**src/hw/rtl/gmti_pkg.sv**
```systemverilog
// Package for the grid mesh triangle indexer.
// Holds payload and internal struct types, register codes and width constants.
// No dependencies.
package gmti_pkg;

    localparam int VW     = 15;  // vertex index width
    localparam int DW     = 7;   // grid dimension width
    localparam int CW     = 6;   // cell coordinate width
    localparam int LW     = 3;   // level width
    localparam int NEdge  = 8;   // fan edges around a cell
    localparam int NLeftW = 4;   // edge counter width, holds NEdge

    // configuration register codes
    typedef enum logic [1:0] {
        CFG_GRID_WIDTH  = 2'd0,
        CFG_GRID_HEIGHT = 2'd1,
        CFG_DETAIL      = 2'd2,
        CFG_MIN_DETAIL  = 2'd3
    } t_cfg_reg;

    typedef struct packed {
        logic [CW-1:0] cell_row;
        logic [CW-1:0] cell_col;
    } t_cell;

    typedef struct packed {
        logic [VW-1:0] vertex_first;
        logic [VW-1:0] vertex_second;
        logic [VW-1:0] vertex_third;
        logic          final_triangle;
    } t_tri;

    // clamped configuration and vertex block bases
    typedef struct packed {
        logic [DW-1:0] w;
        logic [DW-1:0] h;
        logic [LW-1:0] lvl;
        logic [VW-1:0] p1;
        logic [VW-1:0] p2;
        logic [VW-1:0] p3;
        logic [VW-1:0] p4;
        logic [VW-1:0] p5;
        logic [VW-1:0] rb_base;
        logic [VW-1:0] bb_base;
    } t_cfg;

    // perimeter of one cell: base points, optional split points, centre
    typedef struct packed {
        logic                       valid;
        logic [NEdge:0][VW-1:0]     b;
        logic [NEdge-1:0][VW-1:0]   s;
        logic [NEdge-1:0]           sp;
        logic [VW-1:0]              ctr;
        logic [NLeftW-1:0]          left;
    } t_ring;

endpackage

```
**src/hw/rtl/gmti_setup.sv**
```systemverilog
// Configuration registers and the vertex block bases derived from them.
// Depends on gmti_pkg.
module gmti_setup
    import gmti_pkg::*;
#(
    parameter int MAX_DIM = 64
) (
    input  logic          i_clk,
    input  logic          i_rst_n,
    input  logic          i_cfg_valid,
    input  logic [1:0]    i_cfg_index,
    input  logic [DW-1:0] i_cfg_data,
    output t_cfg          o_cfg
);

    localparam logic [DW-1:0] MaxDim = DW'(MAX_DIM);

    logic [DW-1:0] r_width, n_width;
    logic [DW-1:0] r_height, n_height;
    logic [LW-1:0] r_detail, n_detail;
    logic [LW-1:0] r_min_detail, n_min_detail;
    logic [DW-1:0] n_w, n_h;
    logic [VW-1:0] n_wh, n_p2, n_p3, n_p4, n_p5, n_rbb, n_bbb;
    logic [VW-1:0] n_wx, n_hx;
    logic [VW-1:0] r_p1, r_p2, r_p3, r_p4, r_p5, r_rbb, r_bbb;
    logic [DW-1:0] w_clamp, h_clamp;

    // register writes, reset folded in so the bases follow at once
    always_comb begin
        n_width      = r_width;
        n_height     = r_height;
        n_detail     = r_detail;
        n_min_detail = r_min_detail;
        if (!i_rst_n) begin
            n_width      = DW'(2);
            n_height     = DW'(2);
            n_detail     = '0;
            n_min_detail = '0;
        end else if (i_cfg_valid) begin
            case (t_cfg_reg'(i_cfg_index))
                CFG_GRID_WIDTH:  n_width      = i_cfg_data;
                CFG_GRID_HEIGHT: n_height     = i_cfg_data;
                CFG_DETAIL:      n_detail     = i_cfg_data[LW-1:0];
                CFG_MIN_DETAIL:  n_min_detail = i_cfg_data[LW-1:0];
                default: ;
            endcase
        end
    end

    // bases of the vertex blocks from the next configuration, each in closed form
    always_comb begin
        n_w   = (n_width  > MaxDim) ? MaxDim : n_width;
        n_h   = (n_height > MaxDim) ? MaxDim : n_height;
        n_wx  = VW'(n_w);
        n_hx  = VW'(n_h);
        n_wh  = VW'(n_wx * n_hx);
        n_p2  = VW'((n_wh << 1) - n_wx - n_hx + VW'(1));
        n_p3  = VW'((n_wh << 1) + n_wh - n_wx - (n_hx << 1) + VW'(1));
        n_p4  = VW'((n_wh << 2) - (n_wx << 1) - (n_hx << 1) + VW'(1));
        n_p5  = VW'((n_wh << 2) + (n_wx << 1) - (n_hx << 1) - VW'(3));
        n_rbb = VW'((n_wh << 2) + (n_wx << 1) - VW'(5));
        n_bbb = VW'((n_wh << 2) - (n_hx << 1) - VW'(1));
    end

    always_ff @(posedge i_clk) begin
        r_width      <= n_width;
        r_height     <= n_height;
        r_detail     <= n_detail;
        r_min_detail <= n_min_detail;
        r_p1         <= n_wh;
        r_p2         <= n_p2;
        r_p3         <= n_p3;
        r_p4         <= n_p4;
        r_p5         <= n_p5;
        r_rbb        <= n_rbb;
        r_bbb        <= n_bbb;
    end

    // clamped view for the cell stage
    always_comb begin
        w_clamp       = (r_width  > MaxDim) ? MaxDim : r_width;
        h_clamp       = (r_height > MaxDim) ? MaxDim : r_height;
        o_cfg.w       = w_clamp;
        o_cfg.h       = h_clamp;
        o_cfg.lvl     = (r_detail > r_min_detail) ? r_detail : r_min_detail;
        o_cfg.p1      = r_p1;
        o_cfg.p2      = r_p2;
        o_cfg.p3      = r_p3;
        o_cfg.p4      = r_p4;
        o_cfg.p5      = r_p5;
        o_cfg.rb_base = r_rbb;
        o_cfg.bb_base = r_bbb;
    end

endmodule

```
**src/hw/rtl/gmti_cell.sv**
```systemverilog
// Cell input register and perimeter index computation for one cell.
// Depends on gmti_pkg.
module gmti_cell
    import gmti_pkg::*;
(
    input  logic  i_clk,
    input  logic  i_rst_n,
    input  logic  i_accept,
    input  logic  i_take,
    input  t_cell i_cell,
    input  t_cfg  i_cfg,
    output logic  o_pend,
    output t_ring o_ring
);

    logic          r_pend;
    logic [CW-1:0] r_row, r_col;
    logic [VW-1:0] iw, ul, ur, ll, lr, ctr, hm1, hm2, vm1, vm2;
    logic [VW-1:0] ix, jx, wx, rb, bb, lb;
    logic          in_grid, coarse, split, top, bot, lft, rgt;

    // cell holding register
    always_ff @(posedge i_clk) begin
        if (!i_rst_n) begin
            r_pend <= 1'b0;
        end else if (i_accept) begin
            r_pend <= 1'b1;
        end else if (i_take) begin
            r_pend <= 1'b0;
        end
    end

    always_ff @(posedge i_clk) begin
        if (i_accept) begin
            r_row <= i_cell.cell_row;
            r_col <= i_cell.cell_col;
        end
    end

    assign o_pend = r_pend;

    // corner and midpoint indices
    always_comb begin
        ix  = VW'(r_row);
        jx  = VW'(r_col);
        wx  = VW'(i_cfg.w);
        iw  = VW'(ix * wx);
        ul  = VW'(iw + jx);
        ur  = VW'(ul + VW'(1));
        ll  = VW'(ul + wx);
        lr  = VW'(ll + VW'(1));
        ctr = VW'(i_cfg.p1 + ul - ix);
        hm1 = VW'(i_cfg.p2 + ul - ix);
        hm2 = VW'(hm1 + wx - VW'(1));
        vm1 = VW'(i_cfg.p3 + ul);
        vm2 = VW'(vm1 + VW'(1));
        rb  = VW'(i_cfg.rb_base + (ix << 1));
        bb  = VW'(i_cfg.bb_base + (jx << 1));
        lb  = VW'(i_cfg.p5 + (ix << 1));
    end

    // range check and border flags
    always_comb begin
        in_grid = (i_cfg.w >= DW'(2)) && (i_cfg.h >= DW'(2))
                  && (DW'(r_row) < DW'(i_cfg.h - DW'(1)))
                  && (DW'(r_col) < DW'(i_cfg.w - DW'(1)));
        coarse  = (i_cfg.lvl[LW-1:1] != '0);
        split   = (i_cfg.lvl == '0);
        top     = split && (r_row == '0);
        bot     = split && (DW'(r_row) == DW'(i_cfg.h - DW'(2)));
        lft     = split && (r_col == '0);
        rgt     = split && (DW'(r_col) == DW'(i_cfg.w - DW'(2)));
    end

    // perimeter walk, clockwise from the upper left corner; coarse levels fan around that corner
    always_comb begin
        o_ring       = '0;
        o_ring.valid = r_pend && in_grid;
        if (coarse) begin
            o_ring.b[0] = ur;
            o_ring.b[1] = lr;
            o_ring.b[2] = ll;
            o_ring.ctr  = ul;
            o_ring.left = NLeftW'(2);
        end else begin
            o_ring.b[0] = ul;
            o_ring.b[1] = hm1;
            o_ring.b[2] = ur;
            o_ring.b[3] = vm2;
            o_ring.b[4] = lr;
            o_ring.b[5] = hm2;
            o_ring.b[6] = ll;
            o_ring.b[7] = vm1;
            o_ring.b[8] = ul;
            o_ring.s[0] = VW'(i_cfg.p4 + (jx << 1));
            o_ring.s[1] = VW'(i_cfg.p4 + (jx << 1) + VW'(1));
            o_ring.s[2] = rb;
            o_ring.s[3] = VW'(rb + VW'(1));
            o_ring.s[4] = VW'(bb + VW'(1));
            o_ring.s[5] = bb;
            o_ring.s[6] = VW'(lb + VW'(1));
            o_ring.s[7] = lb;
            o_ring.sp   = {lft, lft, bot, bot, rgt, rgt, top, top};
            o_ring.ctr  = ctr;
            o_ring.left = NLeftW'(NEdge);
        end
    end

endmodule

```
**src/hw/rtl/gmti_emit.sv**
```systemverilog
// Triangle emitter: walks the loaded perimeter one triangle per cycle.
// Depends on gmti_pkg.
module gmti_emit
    import gmti_pkg::*;
(
    input  logic  i_clk,
    input  logic  i_rst_n,
    input  logic  i_load,
    input  t_ring i_ring,
    output logic  o_free,
    output logic  o_tri_valid,
    output t_tri  o_tri
);

    logic                     r_act, n_act;
    logic                     r_half, n_half;
    logic [NLeftW-1:0]        r_left, n_left;
    logic [NEdge:0][VW-1:0]   r_b, n_b;
    logic [NEdge-1:0][VW-1:0] r_s, n_s;
    logic [NEdge-1:0]         r_sp, n_sp;
    logic [VW-1:0]            r_ctr, n_ctr;
    logic                     adv, last;

    // edge finishes when unsplit or on its second half
    assign adv  = !r_sp[0] || r_half;
    assign last = r_act && adv && (r_left == NLeftW'(1));

    assign o_free = !r_act || last;

    // next state: load, stop after the last edge, advance along the ring or take the second half
    always_comb begin
        n_act  = r_act;
        n_half = r_half;
        n_left = r_left;
        n_b    = r_b;
        n_s    = r_s;
        n_sp   = r_sp;
        n_ctr  = r_ctr;
        if (i_load && i_ring.valid) begin
            n_act  = 1'b1;
            n_half = 1'b0;
            n_left = i_ring.left;
            n_b    = i_ring.b;
            n_s    = i_ring.s;
            n_sp   = i_ring.sp;
            n_ctr  = i_ring.ctr;
        end else if (last) begin
            n_act = 1'b0;
        end else if (r_act) begin
            if (adv) begin
                n_half = 1'b0;
                n_left = NLeftW'(r_left - NLeftW'(1));
                n_b    = {VW'(0), r_b[NEdge:1]};
                n_s    = {VW'(0), r_s[NEdge-1:1]};
                n_sp   = {1'b0, r_sp[NEdge-1:1]};
            end else begin
                n_half = 1'b1;
            end
        end
    end

    always_ff @(posedge i_clk) begin
        if (!i_rst_n) begin
            r_act  <= 1'b0;
            r_half <= 1'b0;
            r_left <= '0;
        end else begin
            r_act  <= n_act;
            r_half <= n_half;
            r_left <= n_left;
        end
    end

    always_ff @(posedge i_clk) begin
        r_b   <= n_b;
        r_s   <= n_s;
        r_sp  <= n_sp;
        r_ctr <= n_ctr;
    end

    // current triangle from the head of the ring
    always_comb begin
        o_tri_valid          = r_act;
        o_tri.vertex_first   = (r_sp[0] && r_half) ? r_s[0] : r_b[0];
        o_tri.vertex_second  = r_ctr;
        o_tri.vertex_third   = (r_sp[0] && !r_half) ? r_s[0] : r_b[1];
        o_tri.final_triangle = last;
    end

endmodule

```
**src/hw/rtl/grid_mesh_triangle_indexer.sv**
```systemverilog
// Top level of the grid mesh triangle indexer.
// Depends on gmti_pkg, gmti_setup, gmti_cell and gmti_emit.
//
// One cell is taken when start is high and busy is low; its triangles leave
// on o_tri, one per cycle, each marked by o_tri_valid for a single cycle, and
// the last one carries final_triangle. The receiver cannot stall the output.
// A cell yields 8 triangles at level 1, 8 to 16 at level 0 (two more for
// each border edge it touches) and 2 at level 2 and above; the single
// triangle output sets the rate. The first triangle appears once the cell
// has passed the holding register and been loaded into the emitter, and
// the next held cell enters the emitter while the last triangle is out,
// so cells follow one another with no gap. A cell outside the grid, or any
// cell of a grid narrower than two, gives no triangle and is dropped once
// the emitter is free. Configuration writes are always ready; the user must
// make them only while no cell is in flight; the block does not enforce it.
module grid_mesh_triangle_indexer
    import gmti_pkg::*;
#(
    parameter int MAX_DIM = 64
) (
    input  logic          i_clk,
    input  logic          i_rst_n,
    input  logic          start,
    output logic          busy,
    input  t_cell         i_cell,
    output logic          o_tri_valid,
    output t_tri          o_tri,
    input  logic          i_cfg_valid,
    output logic          o_cfg_ready,
    input  logic [1:0]    i_cfg_index,
    input  logic [DW-1:0] i_cfg_data
);

    t_cfg  cfg;
    t_ring ring;
    logic  pend, emit_free, accept, take;

    // cell transfer into the holding stage and on to the emitter
    assign take        = pend && emit_free;
    assign busy        = pend && !emit_free;
    assign accept      = start && !busy;
    assign o_cfg_ready = 1'b1;

    gmti_setup #(
        .MAX_DIM (MAX_DIM)
    ) u_setup (
        .i_clk       (i_clk),
        .i_rst_n     (i_rst_n),
        .i_cfg_valid (i_cfg_valid),
        .i_cfg_index (i_cfg_index),
        .i_cfg_data  (i_cfg_data),
        .o_cfg       (cfg)
    );

    gmti_cell u_cell (
        .i_clk    (i_clk),
        .i_rst_n  (i_rst_n),
        .i_accept (accept),
        .i_take   (take),
        .i_cell   (i_cell),
        .i_cfg    (cfg),
        .o_pend   (pend),
        .o_ring   (ring)
    );

    gmti_emit u_emit (
        .i_clk       (i_clk),
        .i_rst_n     (i_rst_n),
        .i_load      (take),
        .i_ring      (ring),
        .o_free      (emit_free),
        .o_tri_valid (o_tri_valid),
        .o_tri       (o_tri)
    );

endmodule

```
**config.mk**
```make
export PLATFORM = sky130hd
export DESIGN_NAME = grid_mesh_triangle_indexer
export DESIGN_NICKNAME = d
export VERILOG_FILES = /design/src/hw/rtl/gmti_pkg.sv /design/src/hw/rtl/gmti_setup.sv /design/src/hw/rtl/gmti_cell.sv /design/src/hw/rtl/gmti_emit.sv /design/src/hw/rtl/grid_mesh_triangle_indexer.sv
export SDC_FILE = /design/constraint.sdc
export NUM_CORES = 1
export LEC_CHECK = 0
export ABC_AREA = 1
export BUFFER_PORTS_ARGS = -buffer_cell sky130_fd_sc_hd__buf_2
export CAP_MARGIN = 15
export CORE_ASPECT_RATIO = 2
export CORE_MARGIN = 8
export CORE_UTILIZATION = 51
export DETAILED_ROUTE_END_ITERATION = 12
export GPL_TIMING_DRIVEN = 0
export HOLD_SLACK_MARGIN = 0.06
export PLACE_DENSITY_LB_ADDON = 0.08
export SETUP_SLACK_MARGIN = 0.02
export SLEW_MARGIN = 10
export SYNTH_ARGS = -nofsm -noshare
export SYNTH_HDL_FRONTEND = slang
export SYNTH_SLANG_ARGS = --single-unit
```
**constraint.sdc**
```tcl
create_clock -name i_clk -period 8.5 [get_ports i_clk]
set_clock_uncertainty 0.05 [all_clocks]
set_input_delay 0.425 -clock i_clk [delete_from_list [all_inputs] [get_ports i_clk]]
set_output_delay 0.425 -clock i_clk [all_outputs]
set_load 0.01 [all_outputs]
```
==> flow_metrics.tcl, run 1 <==
set metrics [dict create \
    start_util_pct 51.3 \
    area_growth_pct 10.4 \
    num-nets-final 4180 \
    clk_pin_slew_worst_paths_ns 0.07 \
    fillers 5527 \
    grt_max_degree 96 \
    synth_top_family_by_area "simple AND/OR/NAND/NOR gates" \
    reg2reg_setup_slack_ns 0.45 \
    timing.slew.headroom_pct 22.9 \
    reg2reg_to "u_emit.r_b[89]" \
    place_congestion 0.939 \
    cp.arrival_ns 8.31 \
    ys_warn_count 0 \
    wl_um 93200 \
    syn_area_per_cell_um2 8.25 \
    synth_fp_nets 4044 \
    cts.sinks 415 \
    rows 126 \
    synth_xor_area_share_pct 6.42 \
    synth_flop_cell "edfxtp_1" \
    worstPathMaxFanout 10 \
    grt_pass1_vias 24300 \
    synth.cell_area_um2 30100 \
    power_w 0.0127 \
    dpl_worst_slack_ns -0.768 \
    seq_area_frac_synth_pct 37.2 \
    max_freq_mhz 124 \
    ant_nets 0 \
    dp_hpwl_um 74900 \
    insertion_delay_ns 0.57 \
    crit_path_end_kind "register" \
    synth_mux_area_share_pct 0.112 \
    status "complete, no violations" \
    rsz0062_at_grt "no" \
    ir_drop_mv 0.524 \
    core_area_um2 58600 \
    setup_viol 0 \
    finish.utilization_pct 56.7 \
    hold_viol_final 0 \
    cpMostUsedCell "nand2_1" \
    r2r-start "u_setup.r_width[6]" \
    wire_per_inst_um 20.3 \
    die_h_um 360 \
    htreeDepth 2 \
    yosysTopAreaCell "edfxtp_1" \
    synth_compound_area_share_pct 9.57 \
    min_period_ns 8.05 \
    antenna_found_initial 0 \
    cts-root-buf "clkbuf_16" \
    synth_area_leaders "edfxtp_1, ha_1, nand2_1" \
    ys_async_sr_fraction_pct 0 \
    r2r_cells 35 \
    cp.required_ns 8.77 \
    worst_slew_pin_slew_ns 1.16 \
    boundaryPins 74 \
    hp-class "input pin to register" \
    leakagePower_nw 15.8 \
    diodes 0 \
    die_w_um 188 \
    powerDensity_nw_per_um2 383 \
    drt_iter0_drc 1677 \
    synthAdderAreaFrac_pct 17.7 \
    cts_max_path_buffers 3 \
    via_per_inst 5.41 \
    min_to "u_setup.r_height[3]" \
    yosysUniqueCellTypes 60 \
    hold_path_startpoint "i_cfg_data[3]" \
    criticalPathCategory "register to register" \
    period_share_pct 94.7 \
    drt_pass1_iterations 6 \
    cts_buffers 41 \
    synth-seq-cells 415 \
    synthSimpleGateAreaFrac_pct 20.9 \
    syn_inst 3648 \
    slew_violations 0 \
    drc 0 \
    drive_above_1_share_pct 8.15 \
    hold_path_depth 3 \
    synth_edf_count 289 \
    fin_ws_ns 0.454 \
    grt_pass1_wl_um 141000 \
    crit_path_start_kind "register" \
    grt-ovfl-total 0 \
    crit_path_max_incr_delay_ns 0.49 \
    cp_slowest_cell "fa_1" \
    grt_use_total_pct 27.1 \
    vias 24800 \
    maxCapViolCount 0 \
    io_buffer_count 71 \
    dieArea_um2 67500 \
    cts_tree "built" \
    yosysTopAreaCellShare_pct 28.8 \
]
==> synth_stat cells (29+ instances only) <==
library cell / count
ha_1: 281
xnor2_1: 55
nor3_1: 52
fa_1: 90
nor2_1: 268
nand2_1: 876
nand3_1: 183
inv_1: 540
nand4_1: 44
dfxtp_1: 126
buf_2: 46
o21ai_1: 54
o21ai_0: 201
or2_2: 29
a21oi_1: 151
xor2_1: 147
edfxtp_1: 289
==> placed cells by master, fill, tap and decap left out, types with 126 or more instances in the layout <==
cell	instances
nand3_1	183
xor2_1	143
a21oi_1	148
edfxtp_1	289
inv_1	540
o21ai_0	200
dfxtp_1	126
nand2_1	874
nor2_1	256
ha_1	280
==> layout make-up <==
cell class                 instances  area, um2  share of cell area (%)
clock buffer                      55       1120                    3.36
inverter                         554       2090                    6.28
sequential                       415      11200                    33.7
tap                              768        961                    2.89
multi-input combinational       2603      16600                    49.9
clock inverter                    20        320                   0.963
timing repair buffer              93        591                    1.78
buffer                            76        364                    1.10
==> worst max-delay path, delay by kind of cell, from the launching register on <==
kind / cells / cell delay, ns
buffers and inverters: 5 / 0.88
XOR/XNOR: 1 / 0.41
AND/OR/NAND/NOR: 16 / 2.31
AO/OA/AOI/OAI: 6 / 0.93
flip-flops: 1 / 0.38
adder cells (fa/ha/maj): 7 / 2.83
==> per-layer routing <==
metal,wire [um],vias to the layer above,global-route usage (%)
met5,0,-,0
met4,5650,0,15.2
met3,4150,202,2.72
met2,46300,733,48.3
met1,37100,11700,31.4
li1,-,12200,-
==> where the power goes <==
| part | internal [W] | switching (W) |
|---|---|---|
| Combinational | 0.00271 | 0.00524 |
| Clock | 0.00118 | 0.000819 |
| Sequential | 0.00260 | 0.000202 |
==> how the worst max path moves through the flow <==
stage,from,endpoint,slack (ns),cells past startpoint
2_1_floorplan,i_cfg_index[0],u_setup.r_p3[12],1.16,32
3_3_place_gp,u_setup.r_width[6],u_emit.r_left[1],-0.81,19
3_5_place_dp,u_setup.r_width[6],u_emit.r_b[89],-0.77,33
4_1_cts,u_setup.r_width[6],u_emit.r_b[89],0.09,35
5_1_grt,i_cfg_index[0],u_setup.r_p3[12],0.04,33
6_report,u_setup.r_width[6],u_emit.r_b[89],0.45,35
==> metrics by stage <==
step                      area [um2]  cells  hold slack [ns]  setup TNS (ns)
after CTS                      33100   4579           0.0791               0
after global placement         31400   4487            0.415         -189.02
after global routing           33200   4584            0.102               0
final                          33200   4584            0.102               0
after floorplan                30100   3648            0.393               0
after detailed placement       31500   4490            0.419           -3.42
==> registers in the layout (all words and copies together), names as in the netlist <==
name                  cells
u_cell.o_pend             1
u_cell.r_col              6
u_cell.r_row              6
u_emit.o_tri_valid        1
u_emit.r_b              134
u_emit.r_ctr             15
u_emit.r_half             1
u_emit.r_left             4
u_emit.r_s              120
u_emit.r_sp               8
u_setup.r_bbb            14
u_setup.r_detail          3
u_setup.r_height          7
u_setup.r_min_detail      3
u_setup.r_p1             14
u_setup.r_p2             15
u_setup.r_p3             15
u_setup.r_p4             14
u_setup.r_p5             13
u_setup.r_rbb            14
u_setup.r_width           7
==> cell families (layout without fill, tap and decap cells) <==
group                      count (synthesis)  in the layout
muxes                                      3              3
buffers and inverters                    630            798
adders and majority gates                371            371
xor gates and xnor gates                 210            210
other                                      1              1
and+or+nand+nor                         1502           1502
DFF                                      415            415
AOI/OAI and AO/OA                        516            516
==> timing repair <==
item,4_1_cts,5_1_grt
setup endpoints to repair,7,12
hold buffers,13,0
pin swaps,0,0
resized for setup,9,26
setup buffers,1,5
endpoints found under the hold margin,13,0
Note: power is estimated with default switching activity, not from simulation.
==> run 2: changes to the inputs <==
--- a/config.mk
+++ b/config.mk
@@ -7,16 +7,18 @@
 export LEC_CHECK = 0
 export ABC_AREA = 1
 export BUFFER_PORTS_ARGS = -buffer_cell sky130_fd_sc_hd__buf_2
-export CAP_MARGIN = 15
+export CAP_MARGIN = 10
 export CORE_ASPECT_RATIO = 2
 export CORE_MARGIN = 8
 export CORE_UTILIZATION = 51
 export DETAILED_ROUTE_END_ITERATION = 12
 export GPL_TIMING_DRIVEN = 0
 export HOLD_SLACK_MARGIN = 0.06
+export MAX_ROUTING_LAYER = met4
 export PLACE_DENSITY_LB_ADDON = 0.08
 export SETUP_SLACK_MARGIN = 0.02
 export SLEW_MARGIN = 10
 export SYNTH_ARGS = -nofsm -noshare
 export SYNTH_HDL_FRONTEND = slang
+export SYNTH_HIERARCHICAL = 1
 export SYNTH_SLANG_ARGS = --single-unit
==> flow_metrics.tcl, run 2 <==
set metrics [dict create \
    crit_path_end_kind "register" \
    worst_slew_pin_slew_ns 1.32 \
    insertion_delay_ns 0.61 \
    finish.utilization_pct 56.6 \
    largest_register_ffs 135 \
    period_share_pct 95.3 \
    ys_async_sr_fraction_pct 0 \
    hp-class "input pin to register" \
    yosysTopAreaCellShare_pct 26.1 \
    crit_path_max_incr_delay_ns 0.54 \
    hold_path_startpoint "i_cfg_data[3]" \
    drt_iter0_drc 1526 \
    synth_area_leaders "edfxtp_1, nand2_1, ha_1" \
    htreeDepth 2 \
    ir_drop_mv 0.441 \
    timing.slew.headroom_pct 11.5 \
    cts_max_path_buffers 3 \
    status "complete, no violations" \
    grt_max_degree 111 \
    placed_cells 5345 \
    via_per_inst 5.27 \
    drc 0 \
    min_to "u_setup/r_height[3]" \
    drt_pass1_iterations 5 \
    synthTopCellsByCount "nand2_1, inv_1, nor2_1" \
    worstPathMaxFanout 10 \
    final_common_cell "nand2_1" \
    dieArea_um2 74300 \
    syn_area_per_cell_um2 7.59 \
    reg_top3 "u_emit/r_b (135), u_emit/r_s (120)" \
    rsz0062_at_grt "no" \
    leakagePower_nw 18.2 \
    cts_tree "built" \
    die_w_um 197 \
    grt_use_total_pct 32.9 \
    reg2reg_setup_slack_ns 0.40 \
    synth-seq-cells 416 \
    area_growth_pct 10.0 \
    die_h_um 378 \
    r2r_cells 35 \
    reg2reg_to "u_emit/r_b[89]" \
    start_util_pct 51.5 \
    vias 28700 \
    io_buffer_count 72 \
    cts.sinks 416 \
    core_area_um2 64700 \
    setup_viol 0 \
    hold_path_depth 3 \
    maxCapViolCount 0 \
    drive_above_1_share_pct 10.3 \
    grt_pass1_vias 28900 \
    boundaryPins 74 \
    grt-ovfl-total 0 \
    clk_pin_slew_worst_paths_ns 0.07 \
    multiInputGateArea_um2 19200 \
    cp.arrival_ns 8.40 \
    powerDensity_nw_per_um2 377 \
    regArea_um2 11200 \
    hold_viol_final 0 \
    fin_cells 5447 \
    yosysTopAreaCell "edfxtp_1" \
    cp.required_ns 8.80 \
    synth.cell_area_um2 33300 \
    place_congestion 1.03 \
    crit_path_start_kind "register" \
    slew_violations 0 \
    synth_flop_cell "edfxtp_1" \
    wl_um 119000 \
    synth_most_common_cell "nand2_1" \
    min_period_ns 8.10 \
    wire_per_inst_um 21.9 \
    power_w 0.0138 \
    seq_area_frac_synth_pct 33.7 \
    r2r-start "u_cell/r_row[2]" \
    yosysUniqueCellTypes 71 \
    cts-root-buf "clkbuf_16" \
    cp_slowest_cell "clkbuf_1" \
    synth_edf_count 290 \
    max_freq_mhz 123 \
    antenna_found_initial 1 \
    final_cell_mix "nand2_1, inv_1, nor2_1, edfxtp_1, ha_1" \
    dp_hpwl_um 98300 \
    ant_nets 0 \
    regMostFlops "u_emit/r_b" \
    ys_warn_count 6 \
    cts_buffers 40 \
    criticalPathCategory "register to register" \
    fillers 6341 \
    cpMostUsedCell "nand2_1" \
    rows 132 \
    grt_pass1_wl_um 174000 \
    syn_inst 4394 \
    num-nets-final 4935 \
]
==> run 2: cell count changes after synthesis, sizes merged, moves of 23 or more <==
cell    before   now
nand2      888  1469
nor2       281   461
o21ai      256   182
inv        552   618
xor2       154   121
buf         50    82
a21oi      154   184
nand3      187   159
clkbuf      26    50
o211ai      26     3
==> run 2: cells by family (layout without fill, tap and decap cells) <==
logic type               Yosys count  in the layout  share of synthesized area (%)
XOR/XNOR                         172            172                           4.72
AND/OR/NAND/NOR                 2242           2242                           28.8
buffers and inverters            753            929                           9.45
flip-flops                       416            416                           33.7
adder cells (fa/ha/maj)          367            367                           15.8
multiplexers                       4              4                          0.120
other                              4             10                         0.0450
AO/OA/AOI/OAI                    436            436                           7.40
==> run 2: critical path: cells and delay by family (launching register included) <==
kind            cells  cell delay [ns]
buf+inv             7             1.39
xor+xnor            2             0.60
flops               1             0.49
fa+ha+maj           8             3.00
compound gates      4             0.79
simple gates       14             1.49
==> run 2: per-stage QoR <==
stage          hold slack, ns  TNS (ns)  setup slack (ns)  instance area [um2]
5_1_grt                 0.144         0            0.0606                36700
3_3_place_gp            0.406     -2.83            -0.598                34800
4_1_cts                 0.106         0            0.0345                36500
3_5_place_dp            0.415     -3.34            -0.706                34900
2_1_floorplan           0.391         0              1.36                33300
6_report                0.139         0             0.398                36700
==> run 2: power breakdown <==
part	internal [W]	total, W	switching [W]
clock	0.00102	0.00188	0.000862
sequential	0.00246	0.00263	0.000174
combinational	0.00302	0.00933	0.00630
==> run 2: metal layers <==
metal  vias to the layer above  wire, um  track usage (%)
li1                      14200         -                -
met1                     13300     39200             28.9
met2                       834     62900             61.6
met5                         -         0                -
met4                         0     12800             27.8
met3                       416      4530             3.31
==> run 2: final cells by class <==
| class | count | share of cell area [%] |
|---|---|---|
| diodes | 1 | 0.00682 |
| plain buffers | 132 | 2.25 |
| clock buffers | 54 | 3.09 |
| clock inverters | 20 | 0.597 |
| inverters | 621 | 6.40 |
| multi-input cells | 3230 | 52.3 |
| flip-flops and latches | 416 | 30.6 |
| well taps | 871 | 2.97 |
| repair buffers | 102 | 1.78 |
==> run 2: worst max-delay path by stage <==
stage / slack, ns / depth (start not counted) / to / from
3_3_place_gp: -0.60 / 39 / u_emit/r_b[88] / u_setup/r_width[4]
3_5_place_dp: -0.71 / 39 / u_emit/r_b[88] / u_setup/r_width[4]
6_report: 0.40 / 35 / u_emit/r_b[89] / u_cell/r_row[2]
2_1_floorplan: 1.36 / 36 / u_emit/r_b[89] / u_setup/r_width[4]
4_1_cts: 0.03 / 38 / u_emit/r_b[89] / u_setup/r_width[6]
5_1_grt: 0.06 / 42 / u_emit/r_b[88] / u_cell/r_row[2]
==> run 2: what timing repair did <==
action                                  in CTS  in global routing
gates resized for setup                     18                 34
endpoints found under the setup margin       8                  6
hold buffers                                12                  0
gates cloned                                 0                  0
setup buffers                                3                 12
endpoints found under the hold margin       12                  0
pin swaps                                    2                  3
